==> config.mk <==
export PLATFORM = sky130hd
export DESIGN_NAME = shortest_conversion_path_finder
export DESIGN_NICKNAME = d
export VERILOG_FILES = /design/src/design/scpf_pkg.sv /design/src/design/scpf_adj.sv /design/src/design/shortest_conversion_path_finder.sv
export SDC_FILE = /design/constraint.sdc
export NUM_CORES = 1
export LEC_CHECK = 0
export BUFFER_PORTS_ARGS = -buffer_cell sky130_fd_sc_hd__buf_4
export CAP_MARGIN = 20
export CELL_PAD_IN_SITES_DETAIL_PLACEMENT = 0
export CELL_PAD_IN_SITES_GLOBAL_PLACEMENT = 1
export CORE_ASPECT_RATIO = 2
export CORE_MARGIN = 5
export CORE_UTILIZATION = 41
export DETAILED_ROUTE_END_ITERATION = 12
export HOLD_SLACK_MARGIN = 0.06
export PLACE_DENSITY = 0.66
export RECOVER_POWER = 100
export SYNTH_ARGS = -nofsm -noshare
export SYNTH_HDL_FRONTEND = slang
export SYNTH_SLANG_ARGS = --single-unit
==> constraint.sdc <==
create_clock -name clock -period 5.8 [get_ports clock]
set_input_delay 1.74 -clock clock [delete_from_list [all_inputs] [get_ports clock]]
set_output_delay 1.74 -clock clock [all_outputs]
set_load 0.02 [all_outputs]
==> src/design/scpf_pkg.sv <==
package scpf_pkg;

   // Type fields are four bits wide, so at most sixteen types take part.
   localparam int TYPE_W            = 4;
   localparam int MAX_TYPES         = 16;
   localparam int DEFAULT_NUM_TYPES = 16;

   // Distance lanes: five bits, all ones means not reached yet.
   localparam int               DIST_W    = 5;
   localparam logic [DIST_W-1:0] UNREACHED = 5'd31;

   // Stream widths.
   localparam int REQ_DATA_W = 8;
   localparam int RSP_DATA_W = 8;
   localparam int RSP_USER_W = 2;

   typedef enum logic {
      FUNC_INSERT = 1'b0,
      FUNC_FIND   = 1'b1
   } func_type;

   typedef enum logic [RSP_USER_W-1:0] {
      ST_ADDED  = 2'd0,
      ST_DUP    = 2'd1,
      ST_STEP   = 2'd2,
      ST_NOPATH = 2'd3
   } status_type;

   typedef enum logic [2:0] {
      S_IDLE,
      S_CHECK,
      S_INIT,
      S_SELECT,
      S_RELAX,
      S_WALK,
      S_EMIT,
      S_REPLY
   } state_type;

endpackage

==> src/design/scpf_adj.sv <==
module scpf_adj
   import scpf_pkg::*;
#(
   parameter int NUM_TYPES = DEFAULT_NUM_TYPES
) (
   input  logic                 clock,
   input  logic                 reset,
   input  logic [$clog2((NUM_TYPES < MAX_TYPES) ? NUM_TYPES : MAX_TYPES)-1:0] rd_row,
   input  logic                 wr_en,
   input  logic [$clog2((NUM_TYPES < MAX_TYPES) ? NUM_TYPES : MAX_TYPES)-1:0] wr_col,
   output logic [((NUM_TYPES < MAX_TYPES) ? NUM_TYPES : MAX_TYPES)-1:0]       rd_data
);

   localparam int ACTIVE = (NUM_TYPES < MAX_TYPES) ? NUM_TYPES : MAX_TYPES;

   logic [ACTIVE-1:0] adj_ff [ACTIVE];
   logic [ACTIVE-1:0] adj_in [ACTIVE];

   // Single read port; the write sets one bit in the row being read.
   assign rd_data = adj_ff[rd_row];

   always_comb begin
      adj_in = adj_ff;
      if (wr_en) begin
         adj_in[rd_row][wr_col] = 1'b1;
      end
   end

   // Clear every edge at reset.
   always_ff @(posedge clock) begin
      if (reset) begin
         for (int r = 0; r < ACTIVE; r++) begin
            adj_ff[r] <= '0;
         end
      end else begin
         adj_ff <= adj_in;
      end
   end

endmodule

==> src/design/shortest_conversion_path_finder.sv <==
// Insert or refused query: the accepted beat passes through CHECK and REPLY into the output
// register, and the next beat is taken once the sequencer is back in IDLE. Query with a route:
// INIT, then SELECT and RELAX per vertex settled before the target, SELECT per level advance,
// then WALK back along predecessors and EMIT per path edge. Query without a route: INIT,
// SELECT and RELAX per settled vertex, SELECT per level advance, then REPLY. Result-side stalls
// hold REPLY and EMIT. req_tready is high only while idle; sync reset clears edges and valid.
module shortest_conversion_path_finder
   import scpf_pkg::*;
#(
   parameter int NUM_TYPES = DEFAULT_NUM_TYPES
) (
   input  logic                  clock,
   input  logic                  reset,
   input  logic                  req_tvalid,
   output logic                  req_tready,
   input  logic [REQ_DATA_W-1:0] req_tdata,   // [3:0] from_type, [7:4] to_type
   input  logic [0:0]            req_tuser,   // [0] func
   output logic                  rsp_tvalid,
   input  logic                  rsp_tready,
   output logic [RSP_DATA_W-1:0] rsp_tdata,   // [3:0] step_from, [7:4] step_to
   output logic [RSP_USER_W-1:0] rsp_tuser,   // [1:0] status
   output logic                  rsp_tlast
);

   localparam int ACTIVE = (NUM_TYPES < MAX_TYPES) ? NUM_TYPES : MAX_TYPES;
   localparam int VW     = $clog2(ACTIVE);

   // Sequencer and captured request
   state_type          state_ff, state_in;
   func_type           func_ff, func_in;
   logic [TYPE_W-1:0]  src_ff, src_in;
   logic [TYPE_W-1:0]  tgt_ff, tgt_in;
   status_type         res_ff, res_in;

   // Search state
   logic [DIST_W-1:0]  dist_ff [ACTIVE];
   logic [DIST_W-1:0]  dist_in [ACTIVE];
   logic [VW-1:0]      pred_ff [ACTIVE];
   logic [VW-1:0]      pred_in [ACTIVE];
   logic [VW-1:0]      chain_ff [ACTIVE];
   logic [VW-1:0]      chain_in [ACTIVE];
   logic [ACTIVE-1:0]  settled_ff, settled_in;
   logic [DIST_W-1:0]  level_ff, level_in;
   logic [VW-1:0]      u_ff, u_in;
   logic [VW-1:0]      idx_ff, idx_in;
   logic [VW-1:0]      len_ff, len_in;
   logic [VW-1:0]      cur_ff, cur_in;
   logic [VW-1:0]      prev_ff, prev_in;

   // Output register
   logic               rsp_valid_ff, rsp_valid_in;
   status_type         rsp_status_ff, rsp_status_in;
   logic [TYPE_W-1:0]  rsp_from_ff, rsp_from_in;
   logic [TYPE_W-1:0]  rsp_to_ff, rsp_to_in;
   logic               rsp_last_ff, rsp_last_in;

   // Shared unit signals
   logic [VW-1:0]      adj_row_sel;
   logic               adj_wr;
   logic [ACTIVE-1:0]  adj_row;
   logic [ACTIVE-1:0]  cand;
   logic [ACTIVE-1:0]  live;
   logic [ACTIVE-1:0]  relax_hit;
   logic [VW-1:0]      pick;
   logic [DIST_W-1:0]  level_next;
   logic               in_range;
   logic               out_free;
   logic [VW-1:0]      src_idx;
   logic [VW-1:0]      tgt_idx;

   assign src_idx    = src_ff[VW-1:0];
   assign tgt_idx    = tgt_ff[VW-1:0];
   assign in_range   = ({1'b0, src_ff} < (TYPE_W+1)'(ACTIVE)) &&
                       ({1'b0, tgt_ff} < (TYPE_W+1)'(ACTIVE));
   assign out_free   = !rsp_valid_ff || rsp_tready;
   assign level_next = level_ff + DIST_W'(1);

   // Edge matrix: row is the source during a check, the settled vertex during relax
   assign adj_row_sel = (state_ff == S_RELAX) ? u_ff : src_idx;

   scpf_adj #(
      .NUM_TYPES (NUM_TYPES)
   ) u_adj (
      .clock   (clock),
      .reset   (reset),
      .rd_row  (adj_row_sel),
      .wr_en   (adj_wr),
      .wr_col  (tgt_idx),
      .rd_data (adj_row)
   );

   // Per-lane compares: candidates at the current level, live lanes, relax hits
   always_comb begin
      for (int v = 0; v < ACTIVE; v++) begin
         cand[v]      = !settled_ff[v] && (dist_ff[v] == level_ff);
         live[v]      = !settled_ff[v] && (dist_ff[v] != UNREACHED);
         relax_hit[v] = adj_row[v] && (level_next < dist_ff[v]);
      end
   end

   // Lowest-numbered candidate wins a tie
   always_comb begin
      pick = '0;
      for (int v = ACTIVE - 1; v >= 0; v--) begin
         if (cand[v]) begin
            pick = VW'(v);
         end
      end
   end

   // Sequencer: next state and datapath updates
   always_comb begin
      state_in      = state_ff;
      func_in       = func_ff;
      src_in        = src_ff;
      tgt_in        = tgt_ff;
      res_in        = res_ff;
      dist_in       = dist_ff;
      pred_in       = pred_ff;
      chain_in      = chain_ff;
      settled_in    = settled_ff;
      level_in      = level_ff;
      u_in          = u_ff;
      idx_in        = idx_ff;
      len_in        = len_ff;
      cur_in        = cur_ff;
      prev_in       = prev_ff;
      rsp_valid_in  = rsp_valid_ff && !rsp_tready;
      rsp_status_in = rsp_status_ff;
      rsp_from_in   = rsp_from_ff;
      rsp_to_in     = rsp_to_ff;
      rsp_last_in   = rsp_last_ff;
      adj_wr        = 1'b0;
      req_tready    = 1'b0;

      unique case (state_ff)
         S_IDLE: begin
            req_tready = 1'b1;
            if (req_tvalid) begin
               func_in  = func_type'(req_tuser[0]);
               src_in   = req_tdata[TYPE_W-1:0];
               tgt_in   = req_tdata[2*TYPE_W-1:TYPE_W];
               state_in = S_CHECK;
            end
         end

         S_CHECK: begin
            state_in = S_REPLY;
            if (func_ff == FUNC_INSERT) begin
               if (!in_range || adj_row[tgt_idx]) begin
                  res_in = ST_DUP;
               end else begin
                  adj_wr = 1'b1;
                  res_in = ST_ADDED;
               end
            end else if (!in_range || (src_ff == tgt_ff)) begin
               res_in = ST_NOPATH;
            end else begin
               state_in = S_INIT;
            end
         end

         S_INIT: begin
            for (int v = 0; v < ACTIVE; v++) begin
               dist_in[v] = UNREACHED;
               pred_in[v] = '0;
            end
            dist_in[src_idx] = '0;
            settled_in       = '0;
            level_in         = '0;
            state_in         = S_SELECT;
         end

         S_SELECT: begin
            priority if (|cand) begin
               settled_in[pick] = 1'b1;
               u_in             = pick;
               if (pick == tgt_idx) begin
                  len_in                     = level_ff[VW-1:0];
                  idx_in                     = level_ff[VW-1:0];
                  cur_in                     = tgt_idx;
                  chain_in[level_ff[VW-1:0]] = tgt_idx;
                  state_in                   = S_WALK;
               end else begin
                  state_in = S_RELAX;
               end
            end else if (|live) begin
               level_in = level_next;
            end else begin
               res_in   = ST_NOPATH;
               state_in = S_REPLY;
            end
         end

         S_RELAX: begin
            for (int v = 0; v < ACTIVE; v++) begin
               if (relax_hit[v]) begin
                  dist_in[v] = level_next;
                  pred_in[v] = u_ff;
               end
            end
            state_in = S_SELECT;
         end

         S_WALK: begin
            // Follow predecessors back toward the source
            if (idx_ff == VW'(1)) begin
               idx_in   = VW'(1);
               prev_in  = src_idx;
               state_in = S_EMIT;
            end else begin
               chain_in[idx_ff - VW'(1)] = pred_ff[cur_ff];
               cur_in                    = pred_ff[cur_ff];
               idx_in                    = idx_ff - VW'(1);
            end
         end

         S_EMIT: begin
            if (out_free) begin
               rsp_valid_in  = 1'b1;
               rsp_status_in = ST_STEP;
               rsp_from_in   = TYPE_W'(prev_ff);
               rsp_to_in     = TYPE_W'(chain_ff[idx_ff]);
               rsp_last_in   = (idx_ff == len_ff);
               prev_in       = chain_ff[idx_ff];
               if (idx_ff == len_ff) begin
                  state_in = S_IDLE;
               end else begin
                  idx_in = idx_ff + VW'(1);
               end
            end
         end

         S_REPLY: begin
            if (out_free) begin
               rsp_valid_in  = 1'b1;
               rsp_status_in = res_ff;
               rsp_from_in   = '0;
               rsp_to_in     = '0;
               rsp_last_in   = 1'b1;
               state_in      = S_IDLE;
            end
         end

         default: begin
            state_in = S_IDLE;
         end
      endcase
   end

   // Control registers
   always_ff @(posedge clock) begin
      if (reset) begin
         state_ff     <= S_IDLE;
         rsp_valid_ff <= 1'b0;
      end else begin
         state_ff     <= state_in;
         rsp_valid_ff <= rsp_valid_in;
      end
   end

   // Payload and search registers
   always_ff @(posedge clock) begin
      func_ff       <= func_in;
      src_ff        <= src_in;
      tgt_ff        <= tgt_in;
      res_ff        <= res_in;
      dist_ff       <= dist_in;
      pred_ff       <= pred_in;
      chain_ff      <= chain_in;
      settled_ff    <= settled_in;
      level_ff      <= level_in;
      u_ff          <= u_in;
      idx_ff        <= idx_in;
      len_ff        <= len_in;
      cur_ff        <= cur_in;
      prev_ff       <= prev_in;
      rsp_status_ff <= rsp_status_in;
      rsp_from_ff   <= rsp_from_in;
      rsp_to_ff     <= rsp_to_in;
      rsp_last_ff   <= rsp_last_in;
   end

   assign rsp_tvalid = rsp_valid_ff;
   assign rsp_tdata  = {rsp_to_ff, rsp_from_ff};
   assign rsp_tuser  = rsp_status_ff;
   assign rsp_tlast  = rsp_last_ff;

   // The source is settled before any deeper level is searched
   a_src_first: assert property (@(posedge clock) disable iff (reset)
      (state_ff == S_SELECT && level_ff != '0) |-> settled_ff[src_idx])
      else $error("source not settled before level advance");

   // The walk starts only after the target is settled
   a_walk_tgt: assert property (@(posedge clock) disable iff (reset)
      (state_ff == S_WALK) |-> settled_ff[tgt_idx])
      else $error("path walk without settled target");

   // Emit index stays within the path
   a_emit_idx: assert property (@(posedge clock) disable iff (reset)
      (state_ff == S_EMIT) |-> (idx_ff != '0 && idx_ff <= len_ff))
      else $error("emit index out of path range");

   // Single-beat results carry zero steps and the last marker
   a_single: assert property (@(posedge clock) disable iff (reset)
      (rsp_valid_ff && rsp_status_ff != ST_STEP) |->
         (rsp_last_ff && rsp_from_ff == '0 && rsp_to_ff == '0))
      else $error("non-path result malformed");

endmodule
==> summary.txt <==
Synth
  – Cell Area, Synth: 27000 um2
  – Most numerous cell in the Yosys netlist: inv_1
  – FFs w/ async S/R, synth: 0
  – Top-area cell type share of the netlist area: 0.301
  – Post-synthesis sequential area ratio: 0.494
  – Synth top cells by count: inv_1, edfxtp_1, dfxtp_1
  – Number of synthesized flops with an enable pin: 271
  – FF+latch count, synth: about 530
  – Synth area leaders: edfxtp_1, dfxtp_1, o22ai_1
  – Synth Instances: about 2.6k
  – Mapped Avg Cell Area: 10.4 um2
  – Yosys top cell by area: edfxtp_1
  – Syn Nets: 2691
  – Warnings, synthesis: 0
  – Synth unique cells: 84
  – Primary FF master, synth: edfxtp_1

Final layout
  – # nets final: 2684
  – ANT cells: 0
  – Filler cell count: 6317
  – Area growth syn-to-layout: 9.22%
  – Share of cells above drive strength 1: 0.113

Setup path
  – Slowest cell on crit path: clkbuf_1
  – Reg2Reg Setup Slack: 0.41 ns
  – Worst-path maximum fanout: 18
  – Worst R2R Start: level_ff[1]$_SDFFCE_PN0P_
  – Worst r2r path cells: 10
  – Crit path required time: 6.01 ns
  – Worst r2r dst: pred_ff[38]$_SDFFCE_PN0P_
  – Critical path class: reg2reg
  – Max incr delay on CP: 1.13 ns
  – WP data arrival: 5.60 ns
  – Most common cell on crit path: clkbuf_1
  – CP endpoint kind: flop
  – Startpoint Class: flop
  – Crit-path cells: clkbuf_1 > buf_4 > ha_1 > nand3_1 > xnor2_2 > clkbuf_1 > ha_1 > nor2b_1 > o41ai_2 > clkbuf_1

Clock network
  – CTS root buf: clkbuf_16
  – Post-cts sizing count: 0
  – Worst-path clk slew: approximately 0.07 ns
  – TritonCTS clock tree: built
  – Clock Tree Buf Depth: 3
  – Num CTS Buffers: 50
  – H-tree depth: 2
  – Clock latency on the worst-skew pair: 0.62 ns
  – Setup Buffers After CTS: 0
  – CTS sink count: 531
  – Hold Buf Count CTS: 0

Hold path
  – Hold EP: u_adj.adj_ff[55]$_SDFFE_PP0P_
  – Hold Path Stages: 2
  – Worst hold path type: reg2reg
  – Hold_sp: u_adj.adj_ff[55]$_SDFFE_PP0P_

STA
  – Tcrit/Tclk final: 0.929
  – Slew Viols, Final: 156
  – Hold slack: 0.471 ns
  – FMAX: 186 MHz
  – Sum Neg Setup Slack: 0 ns
  – RSZ-0062 raised after global routing: no
  – Final setup viols: 0
  – Minimum clock period: 5.39 ns
  – Final WS setup: about 0.41 ns
  – Rel. slew slack: -0.923
  – Hold Vio Cnt, Final: 0
  – Max Clock Skew: 0.0354 ns
  – Slew @ Worst Pin: 2.85 ns

Power
  – Leak: 9.99 nW
  – Power density cells: just under 500 nW/um2
  – VDD IR max: ~290 uV

Placement
  – RD Place Congestion: between 0.9 and 1
  – Place WS: 0.852 ns
  – PortBufs: 25
  – HPWL after detailed placement: approximately 73000 um

Floorplanning
  – Die width: roughly 190 um
  – Core area: between 60000 and 70000 um2
  – FP Rows: 133
  – DIE AREA: 71400 um2
  – Io pins: 26
  – Initial core utilization: 0.412
  – Die height: 373 um

Route
  – 1st-iter DRT viols: 1510
  – Routed len/inst: 28.3 um
  – DRT Pass-1 Iters: 5
  – Post-route DRC: 0
  – Routed Antenna Nets: 0
  – Via count: 20.7k
  – Final WL: 99000 um
  – DR vias/cell: 5.93

Status
  – Violated checks: max-capacitance violations, max-slew violations
  – Status: finished with violations

Global routing
  – Overflow after GRT: 0
  – Largest net degree at the start of global routing: 142
  – Number of global-route vias before repair: 20.7k
  – First-pass GRT wire length: 141000 um
  – Initial antenna violation count: 0
  – GRT Total Usage: 0.269

Run
  – Total of max-cap violations: 10
-- final cells by class --
type                            count  area (um2)  area share
Clock buffer                       65        1430      0.0486
Clock inverter                     25         283     0.00959
Inverter                          335        1260      0.0427
Multi-Input combinational cell   1549       11300       0.382
Sequential cell                   531       13300       0.453
Tap cell                          877        1100      0.0372
Timing Repair Buffer              114         817      0.0277
-- cell usage in the layout, fill, tap and decap left out, types with 42 or more instances in the layout --
cell type,n
a21oi_1,61
buf_4,62
clkbuf_1,42
clkbuf_16,53
dfxtp_1,260
edfxtp_1,271
ha_1,90
inv_1,333
mux2i_1,70
nand2_1,231
nand3_1,58
nor2_1,89
o21ai_0,84
o22ai_1,289
-- critical path, delay by kind of cell, from the launching register on --
family | cells | cell delay, ns
DFF | 1 | 0.51
AOI/OAI and AO/OA | 1 | 0.28
and+or+nand+nor | 2 | 0.48
adders and majority gates | 2 | 0.84
xor gates and xnor gates | 1 | 0.22
buffers and inverters | 4 | 2.63
-- kinds of logic after synthesis --
kind of cell	share of synthesized area
buffers and inverters	0.0806
flip-flops	0.494
multiplexers	0.0617
XOR/XNOR	0.0197
adder cells (fa/ha/maj)	0.0417
AND/OR/NAND/NOR	0.117
AO/OA/AOI/OAI	0.184
-- stage by stage --
| stage | cell area, um2 | total power, mW | util | instances |
|---|---|---|---|---|
| 6_report | 29500 | 14.4 | 0.450 | 3496 |
| 5_1_grt | 29500 | 15.0 | 0.450 | 3496 |
| 4_1_cts | 29900 | 14.5 | 0.457 | 3494 |
| 3_5_place_dp | 28200 | 11.0 | 0.431 | 3404 |
| 3_3_place_gp | 28200 | 10.9 | 0.430 | 3401 |
| 2_1_floorplan | 27000 | 8.50 | - | 2588 |
-- worst max path at each step --
stage,to,start,slack (ns)
floorplan,dist_ff[60]$_DFFE_PP_,state_ff[1]$_SDFFE_PP0P_,1.54
global placement,u_adj.adj_ff[191]$_SDFFE_PP0P_,state_ff[2]$_SDFFE_PP0P_,0.84
detailed placement,u_adj.adj_ff[221]$_SDFFE_PP0P_,state_ff[2]$_SDFFE_PP0P_,0.85
CTS,u_adj.adj_ff[223]$_SDFFE_PP0P_,state_ff[2]$_SDFFE_PP0P_,0.85
global route,pred_ff[37]$_SDFFCE_PN0P_,level_ff[1]$_SDFFCE_PN0P_,0.37
finish,pred_ff[38]$_SDFFCE_PN0P_,level_ff[1]$_SDFFCE_PN0P_,0.41
-- flip-flops by register name (all words and copies together), names as in the netlist, 5 cells and up --
register,cells
chain_ff,64
dist_ff,80
level_ff,5
pred_ff,64
settled_ff,16
u_adj.adj_ff,256
-- layer usage --
metal	share of wire	track usage
met2	0.55	0.518
met1	0.32	0.257
met5	0	0
met4	0.084	0.187
met3	0.045	0.0328
-- power by group --
part	leakage [nW]	internal (mW)	total (mW)	switching, mW
sequential	4.52	4.65	5.03	0.382
combinational	4.62	1.74	5.87	4.13
clock	0.848	1.97	3.50	1.53
total	9.99	8.37	14.4	6.04
No activity file was read; power rests on OpenSTA's default activity.
